--- config.mk ---
export PLATFORM = sky130hd
export DESIGN_NAME = onewire_bus_master_top
export DESIGN_NICKNAME = d
export VERILOG_FILES = /design/src/rtl/owbm_pkg.sv /design/src/rtl/onewire_bus_master_top.sv /design/src/rtl/owbm_engine.sv
export SDC_FILE = /design/constraint.sdc
export NUM_CORES = 1
export LEC_CHECK = 0
export BUFFER_PORTS_ARGS = -buffer_cell sky130_fd_sc_hd__buf_2
export CORE_MARGIN = 5
export CORE_UTILIZATION = 30
export DETAILED_ROUTE_END_ITERATION = 12
export GPL_ROUTABILITY_DRIVEN = 0
export PLACE_DENSITY_LB_ADDON = 0.08
export SYNTH_ARGS = -nofsm -noshare
export SYNTH_HDL_FRONTEND = slang
export SYNTH_SLANG_ARGS = --single-unit
--- constraint.sdc ---
create_clock -name clk -period 10.7 [get_ports clk]
set_input_delay 1.605 -clock clk [delete_from_list [all_inputs] [get_ports clk]]
set_output_delay 1.605 -clock clk [all_outputs]
set_load 0.03 [all_outputs]
--- src/rtl/owbm_pkg.sv ---
`default_nettype none

package owbm_pkg;

	localparam int TIMER_WIDTH = 10;
	localparam int BITS_PER_BYTE = 8;
	localparam int CFG_WIDTH = 10;
	localparam int DATA_WIDTH = 8;
	localparam int BITS_WIDTH = 4;
	localparam int OP_WIDTH = 3;
	localparam int STATUS_WIDTH = 2;
	localparam int CFG_INDEX_WIDTH = 3;
	localparam int TIMER_MAX = (1 << TIMER_WIDTH) - 1;
	localparam int EFF_WIDTH = (TIMER_WIDTH > CFG_WIDTH) ? TIMER_WIDTH : CFG_WIDTH;
	localparam int SUM_WIDTH = EFF_WIDTH + 1;

	typedef enum logic [2:0] {
		PH_IDLE     = 3'd0,
		PH_RST_LOW  = 3'd1,
		PH_RST_WAIT = 3'd2,
		PH_RST_END  = 3'd3,
		PH_SLOT     = 3'd4
	} phase_t;

	typedef enum logic [OP_WIDTH-1:0] {
		OP_NONE       = 3'd0,
		OP_RESET      = 3'd1,
		OP_WRITE_BIT  = 3'd2,
		OP_READ_BIT   = 3'd3,
		OP_WRITE_BYTE = 3'd4,
		OP_READ_BYTE  = 3'd5
	} op_t;

	typedef enum logic [CFG_INDEX_WIDTH-1:0] {
		REG_RESET_LOW      = 3'd0,
		REG_PRESENCE_WAIT  = 3'd1,
		REG_PRESENCE_END   = 3'd2,
		REG_WRITE_ONE_LOW  = 3'd3,
		REG_WRITE_ZERO_LOW = 3'd4,
		REG_READ_LOW       = 3'd5,
		REG_READ_SAMPLE    = 3'd6,
		REG_SLOT           = 3'd7
	} cfg_index_t;

	localparam logic [STATUS_WIDTH-1:0] ST_PRESENCE_OK = 2'd0;
	localparam logic [STATUS_WIDTH-1:0] ST_NO_PULLDOWN = 2'd1;
	localparam logic [STATUS_WIDTH-1:0] ST_NOT_RELEASED = 2'd2;

	typedef struct packed {
		logic [OP_WIDTH-1:0]   operation;
		logic [DATA_WIDTH-1:0] write_data;
		logic                  line_level;
	} in_item_t;

	typedef struct packed {
		logic                    drive_low;
		logic                    busy_res;
		logic                    done_res;
		logic [DATA_WIDTH-1:0]   read_data;
		logic [STATUS_WIDTH-1:0] bus_status;
	} out_item_t;

	typedef struct packed {
		logic [CFG_WIDTH-1:0] reset_low_time;
		logic [CFG_WIDTH-1:0] presence_wait_time;
		logic [CFG_WIDTH-1:0] presence_end_time;
		logic [CFG_WIDTH-1:0] write_one_low_time;
		logic [CFG_WIDTH-1:0] write_zero_low_time;
		logic [CFG_WIDTH-1:0] read_low_time;
		logic [CFG_WIDTH-1:0] read_sample_time;
		logic [CFG_WIDTH-1:0] slot_time;
	} cfg_t;

	// A zero time acts as one, and every time is capped at the timer range.
	function automatic logic [TIMER_WIDTH-1:0] eff_time(input logic [CFG_WIDTH-1:0] v);
		logic [EFF_WIDTH-1:0] x;
		x = EFF_WIDTH'(v);
		if (x == '0) begin
			x = EFF_WIDTH'(1);
		end
		if (x > EFF_WIDTH'(TIMER_MAX)) begin
			x = EFF_WIDTH'(TIMER_MAX);
		end
		return TIMER_WIDTH'(x);
	endfunction

endpackage

`default_nettype wire

--- src/rtl/onewire_bus_master_top.sv ---
// Output: the result item for a tick is registered and presented in the cycle after that tick is accepted.
// Throughput: one tick item per cycle; the single output register lets a new item
// enter whenever that register is empty or being taken in the same cycle.
// Reset: arst_n clears the bus state to idle and loads the timing registers with
// their default values; no clearing pass is needed.
`default_nettype none

module onewire_bus_master_top (
	input  wire logic                                   clk,
	input  wire logic                                   arst_n,
	input  wire logic                                   in_valid,
	output logic                                        in_ready,
	input  wire owbm_pkg::in_item_t                     in_data,
	output logic                                        out_valid,
	input  wire logic                                   out_ready,
	output owbm_pkg::out_item_t                         out_data,
	input  wire logic                                   cfg_valid,
	output logic                                        cfg_ready,
	input  wire logic [owbm_pkg::CFG_INDEX_WIDTH-1:0]   cfg_index,
	input  wire logic [owbm_pkg::CFG_WIDTH-1:0]         cfg_data
);

	owbm_pkg::cfg_t cfg_q;
	owbm_pkg::out_item_t result;
	owbm_pkg::out_item_t out_q;
	logic out_valid_q;
	logic step;

	assign cfg_ready = 1'b1;
	assign in_ready = !out_valid_q || out_ready;
	assign step = in_valid && in_ready;
	assign out_valid = out_valid_q;
	assign out_data = out_q;

	owbm_engine u_engine (
		.clk    (clk),
		.arst_n (arst_n),
		.step   (step),
		.item   (in_data),
		.cfg    (cfg_q),
		.result (result)
	);

	always_ff @(posedge clk or negedge arst_n) begin
		if (!arst_n) begin
			cfg_q.reset_low_time <= owbm_pkg::CFG_WIDTH'(480);
			cfg_q.presence_wait_time <= owbm_pkg::CFG_WIDTH'(40);
			cfg_q.presence_end_time <= owbm_pkg::CFG_WIDTH'(300);
			cfg_q.write_one_low_time <= owbm_pkg::CFG_WIDTH'(5);
			cfg_q.write_zero_low_time <= owbm_pkg::CFG_WIDTH'(60);
			cfg_q.read_low_time <= owbm_pkg::CFG_WIDTH'(5);
			cfg_q.read_sample_time <= owbm_pkg::CFG_WIDTH'(10);
			cfg_q.slot_time <= owbm_pkg::CFG_WIDTH'(61);
		end else if (cfg_valid && cfg_ready) begin
			unique case (owbm_pkg::cfg_index_t'(cfg_index))
				owbm_pkg::REG_RESET_LOW:      cfg_q.reset_low_time <= cfg_data;
				owbm_pkg::REG_PRESENCE_WAIT:  cfg_q.presence_wait_time <= cfg_data;
				owbm_pkg::REG_PRESENCE_END:   cfg_q.presence_end_time <= cfg_data;
				owbm_pkg::REG_WRITE_ONE_LOW:  cfg_q.write_one_low_time <= cfg_data;
				owbm_pkg::REG_WRITE_ZERO_LOW: cfg_q.write_zero_low_time <= cfg_data;
				owbm_pkg::REG_READ_LOW:       cfg_q.read_low_time <= cfg_data;
				owbm_pkg::REG_READ_SAMPLE:    cfg_q.read_sample_time <= cfg_data;
				owbm_pkg::REG_SLOT:           cfg_q.slot_time <= cfg_data;
				default: begin
				end
			endcase
		end
	end

	always_ff @(posedge clk or negedge arst_n) begin
		if (!arst_n) begin
			out_valid_q <= 1'b0;
		end else if (step) begin
			out_valid_q <= 1'b1;
		end else if (out_ready) begin
			out_valid_q <= 1'b0;
		end
	end

	always_ff @(posedge clk) begin
		if (step) begin
			out_q <= result;
		end
	end

endmodule

`default_nettype wire

--- src/rtl/owbm_engine.sv ---
`default_nettype none

module owbm_engine (
	input  wire logic              clk,
	input  wire logic              arst_n,
	input  wire logic              step,
	input  wire owbm_pkg::in_item_t item,
	input  wire owbm_pkg::cfg_t    cfg,
	output owbm_pkg::out_item_t    result
);

	localparam int TW = owbm_pkg::TIMER_WIDTH;
	localparam int DW = owbm_pkg::DATA_WIDTH;
	localparam int BW = owbm_pkg::BITS_WIDTH;
	localparam int SW = owbm_pkg::SUM_WIDTH;

	owbm_pkg::phase_t phase_q, phase_a, phase_d;
	logic [TW-1:0] cnt_q, cnt_a, cnt_d, cnt_inc;
	logic [DW-1:0] shift_q, shift_a, shift_d;
	logic [BW-1:0] bits_q, bits_a, bits_d, bits_dec;
	logic read_mode_q, read_mode_a;
	logic byte_op_q, byte_op_a;
	logic [DW-1:0] read_value_q, read_value_d;
	logic [owbm_pkg::STATUS_WIDTH-1:0] status_q, status_d;

	logic [TW-1:0] low_time, slot_len, slot_m1;
	logic [SW-1:0] sample_point;
	logic low_hit, wait_hit, end_hit, sample_hit, slot_end;

	// Command dispatch: the accepting tick is already the first tick of the command.
	always_comb begin
		phase_a = phase_q;
		cnt_a = cnt_q;
		shift_a = shift_q;
		bits_a = bits_q;
		read_mode_a = read_mode_q;
		byte_op_a = byte_op_q;
		if (phase_q == owbm_pkg::PH_IDLE) begin
			case (owbm_pkg::op_t'(item.operation))
				owbm_pkg::OP_RESET: begin
					phase_a = owbm_pkg::PH_RST_LOW;
					cnt_a = '0;
				end
				owbm_pkg::OP_WRITE_BIT: begin
					phase_a = owbm_pkg::PH_SLOT;
					cnt_a = '0;
					shift_a = DW'(item.write_data[0]);
					bits_a = BW'(1);
					read_mode_a = 1'b0;
					byte_op_a = 1'b0;
				end
				owbm_pkg::OP_READ_BIT: begin
					phase_a = owbm_pkg::PH_SLOT;
					cnt_a = '0;
					shift_a = '0;
					bits_a = BW'(1);
					read_mode_a = 1'b1;
					byte_op_a = 1'b0;
				end
				owbm_pkg::OP_WRITE_BYTE: begin
					phase_a = owbm_pkg::PH_SLOT;
					cnt_a = '0;
					shift_a = item.write_data;
					bits_a = BW'(owbm_pkg::BITS_PER_BYTE);
					read_mode_a = 1'b0;
					byte_op_a = 1'b1;
				end
				owbm_pkg::OP_READ_BYTE: begin
					phase_a = owbm_pkg::PH_SLOT;
					cnt_a = '0;
					shift_a = '0;
					bits_a = BW'(owbm_pkg::BITS_PER_BYTE);
					read_mode_a = 1'b1;
					byte_op_a = 1'b1;
				end
				default: begin
				end
			endcase
		end
	end

	always_comb begin
		cnt_inc = cnt_a + TW'(1);
		bits_dec = bits_a - BW'(1);
		low_hit = cnt_inc >= owbm_pkg::eff_time(cfg.reset_low_time);
		wait_hit = cnt_inc >= owbm_pkg::eff_time(cfg.presence_wait_time);
		end_hit = cnt_inc >= owbm_pkg::eff_time(cfg.presence_end_time);
		if (read_mode_a) begin
			low_time = owbm_pkg::eff_time(cfg.read_low_time);
		end else if (shift_a[0]) begin
			low_time = owbm_pkg::eff_time(cfg.write_one_low_time);
		end else begin
			low_time = owbm_pkg::eff_time(cfg.write_zero_low_time);
		end
		if (cfg.slot_time < owbm_pkg::CFG_WIDTH'(2)) begin
			slot_len = TW'(2);
		end else begin
			slot_len = owbm_pkg::eff_time(cfg.slot_time);
		end
		slot_m1 = slot_len - TW'(1);
		sample_point = SW'(low_time) + SW'(cfg.read_sample_time);
		if (sample_point > SW'(slot_m1)) begin
			sample_point = SW'(slot_m1);
		end
		sample_hit = SW'(cnt_a) == sample_point;
		slot_end = ({1'b0, cnt_a} + (TW + 1)'(1)) >= {1'b0, slot_len};
	end

	always_comb begin
		phase_d = phase_a;
		unique case (phase_a)
			owbm_pkg::PH_IDLE: begin
			end
			owbm_pkg::PH_RST_LOW: begin
				if (low_hit) begin
					phase_d = owbm_pkg::PH_RST_WAIT;
				end
			end
			owbm_pkg::PH_RST_WAIT: begin
				if (wait_hit) begin
					phase_d = item.line_level ? owbm_pkg::PH_IDLE : owbm_pkg::PH_RST_END;
				end
			end
			owbm_pkg::PH_RST_END: begin
				if (end_hit) begin
					phase_d = owbm_pkg::PH_IDLE;
				end
			end
			owbm_pkg::PH_SLOT: begin
				if (slot_end && bits_dec == '0) begin
					phase_d = owbm_pkg::PH_IDLE;
				end
			end
			default: begin
				phase_d = owbm_pkg::PH_IDLE;
			end
		endcase
	end

	always_comb begin
		cnt_d = cnt_a;
		shift_d = shift_a;
		bits_d = bits_a;
		read_value_d = read_value_q;
		status_d = status_q;
		result.drive_low = 1'b0;
		result.done_res = 1'b0;
		unique case (phase_a)
			owbm_pkg::PH_IDLE: begin
			end
			owbm_pkg::PH_RST_LOW: begin
				result.drive_low = 1'b1;
				cnt_d = low_hit ? '0 : cnt_inc;
			end
			owbm_pkg::PH_RST_WAIT: begin
				cnt_d = cnt_inc;
				if (wait_hit) begin
					cnt_d = '0;
					if (item.line_level) begin
						status_d = owbm_pkg::ST_NO_PULLDOWN;
						result.done_res = 1'b1;
					end
				end
			end
			owbm_pkg::PH_RST_END: begin
				cnt_d = cnt_inc;
				if (end_hit) begin
					cnt_d = '0;
					status_d = item.line_level ? owbm_pkg::ST_PRESENCE_OK
						: owbm_pkg::ST_NOT_RELEASED;
					result.done_res = 1'b1;
				end
			end
			owbm_pkg::PH_SLOT: begin
				result.drive_low = cnt_a < low_time;
				if (read_mode_a && sample_hit) begin
					if (byte_op_a) begin
						shift_d = {item.line_level, shift_a[DW-1:1]};
					end else begin
						read_value_d = DW'(item.line_level);
					end
				end
				if (slot_end) begin
					if (!read_mode_a) begin
						shift_d = {1'b0, shift_a[DW-1:1]};
					end
					bits_d = bits_dec;
					cnt_d = '0;
					if (bits_dec == '0) begin
						if (read_mode_a && byte_op_a) begin
							read_value_d = shift_d;
						end
						result.done_res = 1'b1;
					end
				end else begin
					cnt_d = cnt_inc;
				end
			end
			default: begin
			end
		endcase
		result.busy_res = phase_d != owbm_pkg::PH_IDLE;
		result.read_data = read_value_d;
		result.bus_status = status_d;
	end

	always_ff @(posedge clk or negedge arst_n) begin
		if (!arst_n) begin
			phase_q <= owbm_pkg::PH_IDLE;
			cnt_q <= '0;
			shift_q <= '0;
			bits_q <= '0;
			read_mode_q <= 1'b0;
			byte_op_q <= 1'b0;
			read_value_q <= '0;
			status_q <= '0;
		end else if (step) begin
			phase_q <= phase_d;
			cnt_q <= cnt_d;
			shift_q <= shift_d;
			bits_q <= bits_d;
			read_mode_q <= read_mode_a;
			byte_op_q <= byte_op_a;
			read_value_q <= read_value_d;
			status_q <= status_d;
		end
	end

endmodule

`default_nettype wire

==> flow_metrics.py, run 1 <==
metrics = {
    "worst_setup_path": {
        "critical_path_class": "input port to flip-flop",
        "r2r-end": "out_data[3]",
        "startpoint_type": "input port",
        "crit_buf_inv": 3,
        "crit_required_ns": 10.88,
        "path_delay_family": "compound AO/OA/AOI/OAI gates",
        "crit_slowest_cell": "or4_1",
        "ff2ff_setup_slack_ns": 2.46,
        "r2r_cells": 22,
        "arrival_ns": 9.44,
        "max_stage_delay_ns": 0.72,
        "endpoint_kind": "flip-flop",
        "r2r_start": "u_engine.phase_q[0]",
        "crit_top_cell": "ha_1",
        "cp_max_fo": 17,
        "worstSetupStartpoint": "in_data[10]",
    },
    "yosys": {
        "yosysWarnings": 0,
        "synth_top_cell_by_area": "dfrtp_1",
        "synth_cell_type_count": 77,
        "yosys.area.top_type_share_pct": 25.2,
        "yosysMostFrequentCell": "nand2_1",
        "syn_area_per_cell_sq_um": 9.37,
        "syn-num-nets": 1094,
        "synthCells": 987,
        "synth_ff_type": "dfrtp_1",
        "yosysSeqAreaShare_pct": 36.5,
        "ys_async_sr_fraction_pct": 90.1,
        "synth_common_cells": "99 x nand2_1, 93 x dfrtp_1, 76 x ha_1, 76 x inv_1, 65 x o21ai_0",
        "synthTopCellsByArea": "dfrtp_1 25%, ha_1 10%, dfstp_2 7.1%, mux2_2 6.7%, edfxtp_1 4.2%",
        "synth_edf_count": 13,
        "ys_ff_latch": 131,
        "synth_area_sq_mm": 0.00925,
    },
    "timing": {
        "fmaxAchievable_mhz": 108,
        "worst_pin_slew_ns": 1.11,
        "worst_slack_ns": 1.43,
        "drv_slew": 0,
        "tns_ns": 0,
        "layout_min_cycle_time_ns": 9.27,
        "fin_skew_ns": 0.0170,
        "slew_headroom_pct": 25.5,
        "finalHoldViolCount": 0,
        "rsz0062_at_grt": "no",
        "setup_violations": 0,
        "finalCritPeriodShare_pct": 86.6,
    },
    "floorplan": {
        "std_cell_rows": 64,
        "core_sq_mm": 0.0305,
        "fp.dieH_microns": 186,
        "io_pins": 46,
        "initial_core_util_pct": 30.3,
        "dieArea_sq_mm": 0.0344,
        "die_w_microns": 186,
    },
    "place": {
        "pre_cts_slack_ns": 1.13,
        "hpwlAfterDp_microns": 20900,
        "numPortBuffers": 44,
    },
    "global_routing": {
        "antenna_found_initial": 0,
        "grt_pass1_vias": 7697,
        "track_usage_pct": 16.9,
        "grt_pass1_wl_microns": 44900,
        "grt-ovfl-total": 0,
        "grt_start_max_net_pins": 64,
    },
    "hold_path": {
        "hold_depth": 2,
        "worstHoldPathType": "flip-flop to flip-flop",
        "whs_endpoint": "u_engine.byte_op_q",
        "min_from": "u_engine.byte_op_q",
    },
    "pwr": {
        "ir_worst_vdd_uv": 126,
        "leakagePower_uw": 0.00478,
        "power.density_cell_area_mw_per_mm2": 280,
    },
    "cts": {
        "htree_levels": 4,
        "cts_setup_buffers": 0,
        "cts_buffers": 17,
        "cts_buffer_depth": 2,
        "cts_tree": "built",
        "cts_root_buf": "clkbuf_16",
        "ctsResizeCount": 0,
        "insertion_delay_ns": 0.44,
        "cts_hold_buf": 0,
        "clk_pin_slew_ns": 0.06,
        "cts_sinks": 131,
    },
    "final_layout": {
        "area_delta_synth_final_pct": 13.1,
        "diodes": 0,
        "fin_nets": 1126,
        "fill_cells": 3131,
        "drive_gt1_share_pct": 17.8,
    },
    "detailed_routing": {
        "firstDrtPassIters": 5,
        "drc_errors": 0,
        "wl_microns": 28100,
        "drtIter0Drc": 351,
        "ant_nets": 0,
        "viasPerCell": 5.22,
        "avgRoutedWirePerCell_microns": 19.7,
        "vias": 7460,
    },
    "run_status": {
        "status": "complete, no violations",
    },
    "flow_run": {
        "cap_violations": 0,
    },
}
-- cell type report --
type                    instances  area, sq um  share of cell area, %
multi-input cells             735         5400                   51.6
flip-flops and latches        131         3370                   32.3
well taps                     396          495                   4.74
clock buffers                  18          429                   4.10
repair buffers                 58          328                   3.13
inverters                      76          285                   2.73
clock inverters                14          145                   1.39
-- through the flow --
step                      cell area [sq um]  instances  total power [uW]  utilization [%]  hold slack [ns]
final                                 10500       1428              2930             34.3            0.484
after global placement                 9880       1396              2350             32.4            0.469
after floorplan                        9250        987              1890                -            0.450
after global routing                  10500       1428              3190             34.3            0.507
after CTS                             10500       1428              2950             34.3            0.485
after detailed placement               9880       1396              2340             32.4            0.470
-- flip-flops by register name (all words and copies together), names as in the netlist, 2 cells and up --
| name | cells |
|---|---|
| cfg_q | 80 |
| out_data | 13 |
| u_engine.bits_q | 4 |
| u_engine.cnt_q | 10 |
| u_engine.phase_q | 3 |
| u_engine.read_value_q | 8 |
| u_engine.shift_q | 8 |
| u_engine.status_q | 2 |
-- cells by family (layout without fill, tap and decap cells) --
group | Yosys count | in the layout | synth area share [%]
compound gates | 261 | 261 | 19.6
flops | 131 | 131 | 36.5
mux | 87 | 87 | 10.2
fa+ha+maj | 77 | 77 | 10.5
other cells | 1 | 1 | 0.0405
simple gates | 282 | 282 | 15.2
xor+xnor | 27 | 27 | 2.70
buf+inv | 121 | 166 | 5.33
-- tightest hold or removal path, delay by kind of cell (launching register included) --
kind / cells / cell delay (ns)
AND/OR/NAND/NOR: 1 / 0.05
AO/OA/AOI/OAI: 1 / 0.06
flip-flops: 1 / 0.34
-- layout by cell type (no fill, tap or decap), drive strengths merged, types with 33 or more instances in the layout --
master  count
mux2       55
ha         76
dfrtp      93
inv        83
nand2      99
o21ai      70
nor3       33
a21oi      49
buf        58
nor2       44
-- metal layers --
| metal | part of all wire, % | global-route usage, % |
|---|---|---|
| met4 | 1.4 | 4.37 |
| met3 | 2.4 | 2.72 |
| met2 | 47 | 28.2 |
| met1 | 49 | 22.9 |
| met5 | 0 | 0 |
-- worst max-delay path by stage --
stage	to	slack, ns	depth (start not counted)
final	out_data[3]	1.43	25
after detailed placement	out_data[6]	1.13	25
after CTS	out_data[6]	1.56	25
after floorplan	out_data[7]	2.07	26
after global placement	out_data[3]	1.35	24
after global routing	out_data[5]	0.92	24
-- where the power goes --
group          total (uW)  internal, uW  switching [uW]
Combinational        1620           659             966
Clock                 583           327             256
Sequential            722           621             101
(Power assumes the default switching activity.)
==> run 2: changes to the inputs <==
- ABC_AREA: not set -> 1
==> run 2 against run 1 <==
Against the previous run:
- register-to-register slack gained 1.4 ns
- via count grew 16%
- highest routed layer unchanged
- largest cell class unchanged
- worst setup slack gained 1.4 ns
- synthesized cell count grew 34%
- die area grew 2.7%
- critical path depth grew 14
- fmax grew 18%
- clock-buffer cell count grew 4
- clock skew shrank 0.0042 ns
- non-clock buffer count shrank 7
==> flow_metrics.py, run 2 <==
metrics = {
    "worst_setup_path": {
        "r2r_start": "u_engine.phase_q[0]",
        "endpoint_kind": "flip-flop",
        "worstSetupStartpoint": "in_data[10]",
        "crit_slowest_cell": "nand2_1",
        "crit_required_ns": 10.89,
        "r2r_cells": 36,
        "cp_max_fo": 18,
        "arrival_ns": 8.02,
        "startpoint_type": "input port",
        "max_stage_delay_ns": 0.50,
        "ff2ff_setup_slack_ns": 3.88,
        "crit_top_cell": "nand2_1",
        "critical_path_class": "input port to flip-flop",
    },
    "yosys": {
        "synth_ff_type": "dfrtp_1",
        "synth_top_cell_by_area": "dfrtp_1",
        "ys_ff_latch": 131,
        "syn-num-nets": 1434,
        "synth_common_cells": "395 x nand2_1, 156 x inv_1, 122 x o21ai_0, 93 x dfrtp_1, 83 x nand3_1",
        "synth_area_sq_mm": 0.00952,
        "syn_area_per_cell_sq_um": 7.17,
        "yosysSeqAreaShare_pct": 35.4,
        "synthCells": 1327,
        "ys_async_sr_fraction_pct": 90.1,
        "yosysWarnings": 0,
        "synthTopCellsByArea": "dfrtp_1 24%, nand2_1 16%, ha_1 10%, dfstp_2 6.9%, o21ai_0 6.4%",
        "synth_cell_type_count": 55,
        "synth_edf_count": 13,
        "yosys.area.top_type_share_pct": 24.4,
        "yosysMostFrequentCell": "nand2_1",
    },
    "cts": {
        "clk_pin_slew_ns": 0.06,
        "htree_levels": 4,
        "cts_buffer_depth": 2,
        "ctsResizeCount": 0,
        "cts_hold_buf": 0,
        "insertion_delay_ns": 0.44,
        "cts_root_buf": "clkbuf_16",
        "cts_setup_buffers": 0,
        "cts_buffers": 17,
        "cts_sinks": 131,
        "cts_tree": "built",
    },
    "final_layout": {
        "final_common_cell": "nand2_1",
        "fin_util_pct": 34.1,
        "layout_common_cells": "395 x nand2_1, 156 x inv_1, 122 x o21ai_0",
        "fill_cells": 3386,
        "drive_gt1_share_pct": 12.2,
        "fin_nets": 1466,
        "area_delta_synth_final_pct": 12.7,
        "finalNonFillerCells": 1774,
        "largest_reg_flops": 80,
        "regMostFlops": "cfg_q",
        "diodes": 0,
    },
    "floorplan": {
        "initial_core_util_pct": 30.2,
        "std_cell_rows": 65,
        "die_w_microns": 188,
        "fp.dieH_microns": 188,
        "dieArea_sq_mm": 0.0354,
        "core_sq_mm": 0.0315,
        "io_pins": 46,
    },
    "place": {
        "hpwlAfterDp_microns": 23500,
        "placed_cells": 1742,
        "numPortBuffers": 44,
    },
    "hold_path": {
        "min_from": "cfg_q[44]",
        "hold_depth": 2,
        "worstHoldPathType": "flip-flop to flip-flop",
    },
    "timing": {
        "finalCritPeriodShare_pct": 73.1,
        "whs_ns": 0.486,
        "fin_skew_ns": 0.0128,
        "layout_min_cycle_time_ns": 7.83,
        "drv_slew": 0,
        "fmaxAchievable_mhz": 128,
        "finalHoldViolCount": 0,
        "worst_pin_slew_ns": 1.23,
        "setup_violations": 0,
        "slew_headroom_pct": 17.2,
        "tns_ns": 0,
        "rsz0062_at_grt": "no",
    },
    "detailed_routing": {
        "drc_errors": 0,
        "avgRoutedWirePerCell_microns": 17.3,
        "drtIter0Drc": 579,
        "ant_nets": 0,
        "vias": 8690,
        "viasPerCell": 4.90,
        "wl_microns": 30700,
        "firstDrtPassIters": 5,
    },
    "run_status": {
        "status": "complete, no violations",
    },
    "flow_run": {
        "cap_violations": 0,
    },
    "global_routing": {
        "antenna_found_initial": 0,
        "grt-ovfl-total": 0,
        "track_usage_pct": 17.5,
        "grt_pass1_vias": 8480,
        "grt_pass1_wl_microns": 48800,
        "grt_start_max_net_pins": 64,
    },
}
-- run 2: cell count changes after synthesis, moves of 14 or more --
| cell | change |
|---|---|
| nand2_1 | +296 |
| inv_1 | +80 |
| nand3_1 | +66 |
| o21ai_0 | +57 |
| mux2_2 | -55 |
| mux2i_1 | -32 |
| nor2_1 | +31 |
| a21o_1 | -27 |
| nor3_1 | -23 |
| a21oi_1 | +21 |
| inv_2 | +14 |
| xnor2_1 | -14 |
-- run 2: through the flow --
step	cell area [sq um]	worst slack [ns]
6_report	10700	2.87
5_1_grt	10700	2.22
4_1_cts	10700	2.88
3_5_place_dp	10100	2.42
3_3_place_gp	10100	2.50
2_1_floorplan	9520	4.19
-- run 2: final cells by class --
class                   count  area, sq um  area share (%)
inverters                 173          649            6.05
clock inverters            10         86.3           0.805
repair buffers             51          275            2.57
flip-flops and latches    131         3370            31.4
multi-input cells         985         5340            49.7
clock buffers              22          507            4.72
well taps                 402          503            4.69
-- run 2: logic make-up (layout without fill, tap and decap cells) --
| kind of cell | after synthesis | in the layout | share of synthesized area (%) |
|---|---|---|---|
| xor gates and xnor gates | 17 | 17 | 1.56 |
| buffers and inverters | 211 | 256 | 8.56 |
| AOI/OAI and AO/OA | 241 | 241 | 13.8 |
| other | 1 | 1 | 0.0394 |
| adders and majority gates | 77 | 77 | 10.2 |
| DFF | 131 | 131 | 35.4 |
| and+or+nand+nor | 649 | 649 | 30.3 |
-- run 2: metal layers --
layer	up-vias	track usage [%]	part of all wire, %
met3	26	2.51	2.7
met1	4109	24.7	50
met4	0	4.26	1.4
li1	4419	-	-
met2	136	28.3	46
met5	-	0	0
-- run 2: path summary, 6_finish.rpt --
| check | end |
|---|---|
| min in group asynchronous | u_engine.shift_q[3] |
| hold reg to reg | cfg_q[44] |
| max in group asynchronous | cfg_q[54] |
| hold / removal | cfg_q[44] |
| setup reg to reg | out_data[9] |
| setup / recovery | out_data[9] |
-- run 2: critical path, delay by kind of cell --
family,cells,cell delay (ns)
fa+ha+maj,4,1.27
buf+inv,8,0.84
compound gates,4,0.72
simple gates,23,3.53
Power of run 2 is left out: the tool's default activity adds up to more than one toggle a clock period on the data nets, which glitch-free logic cannot reach.
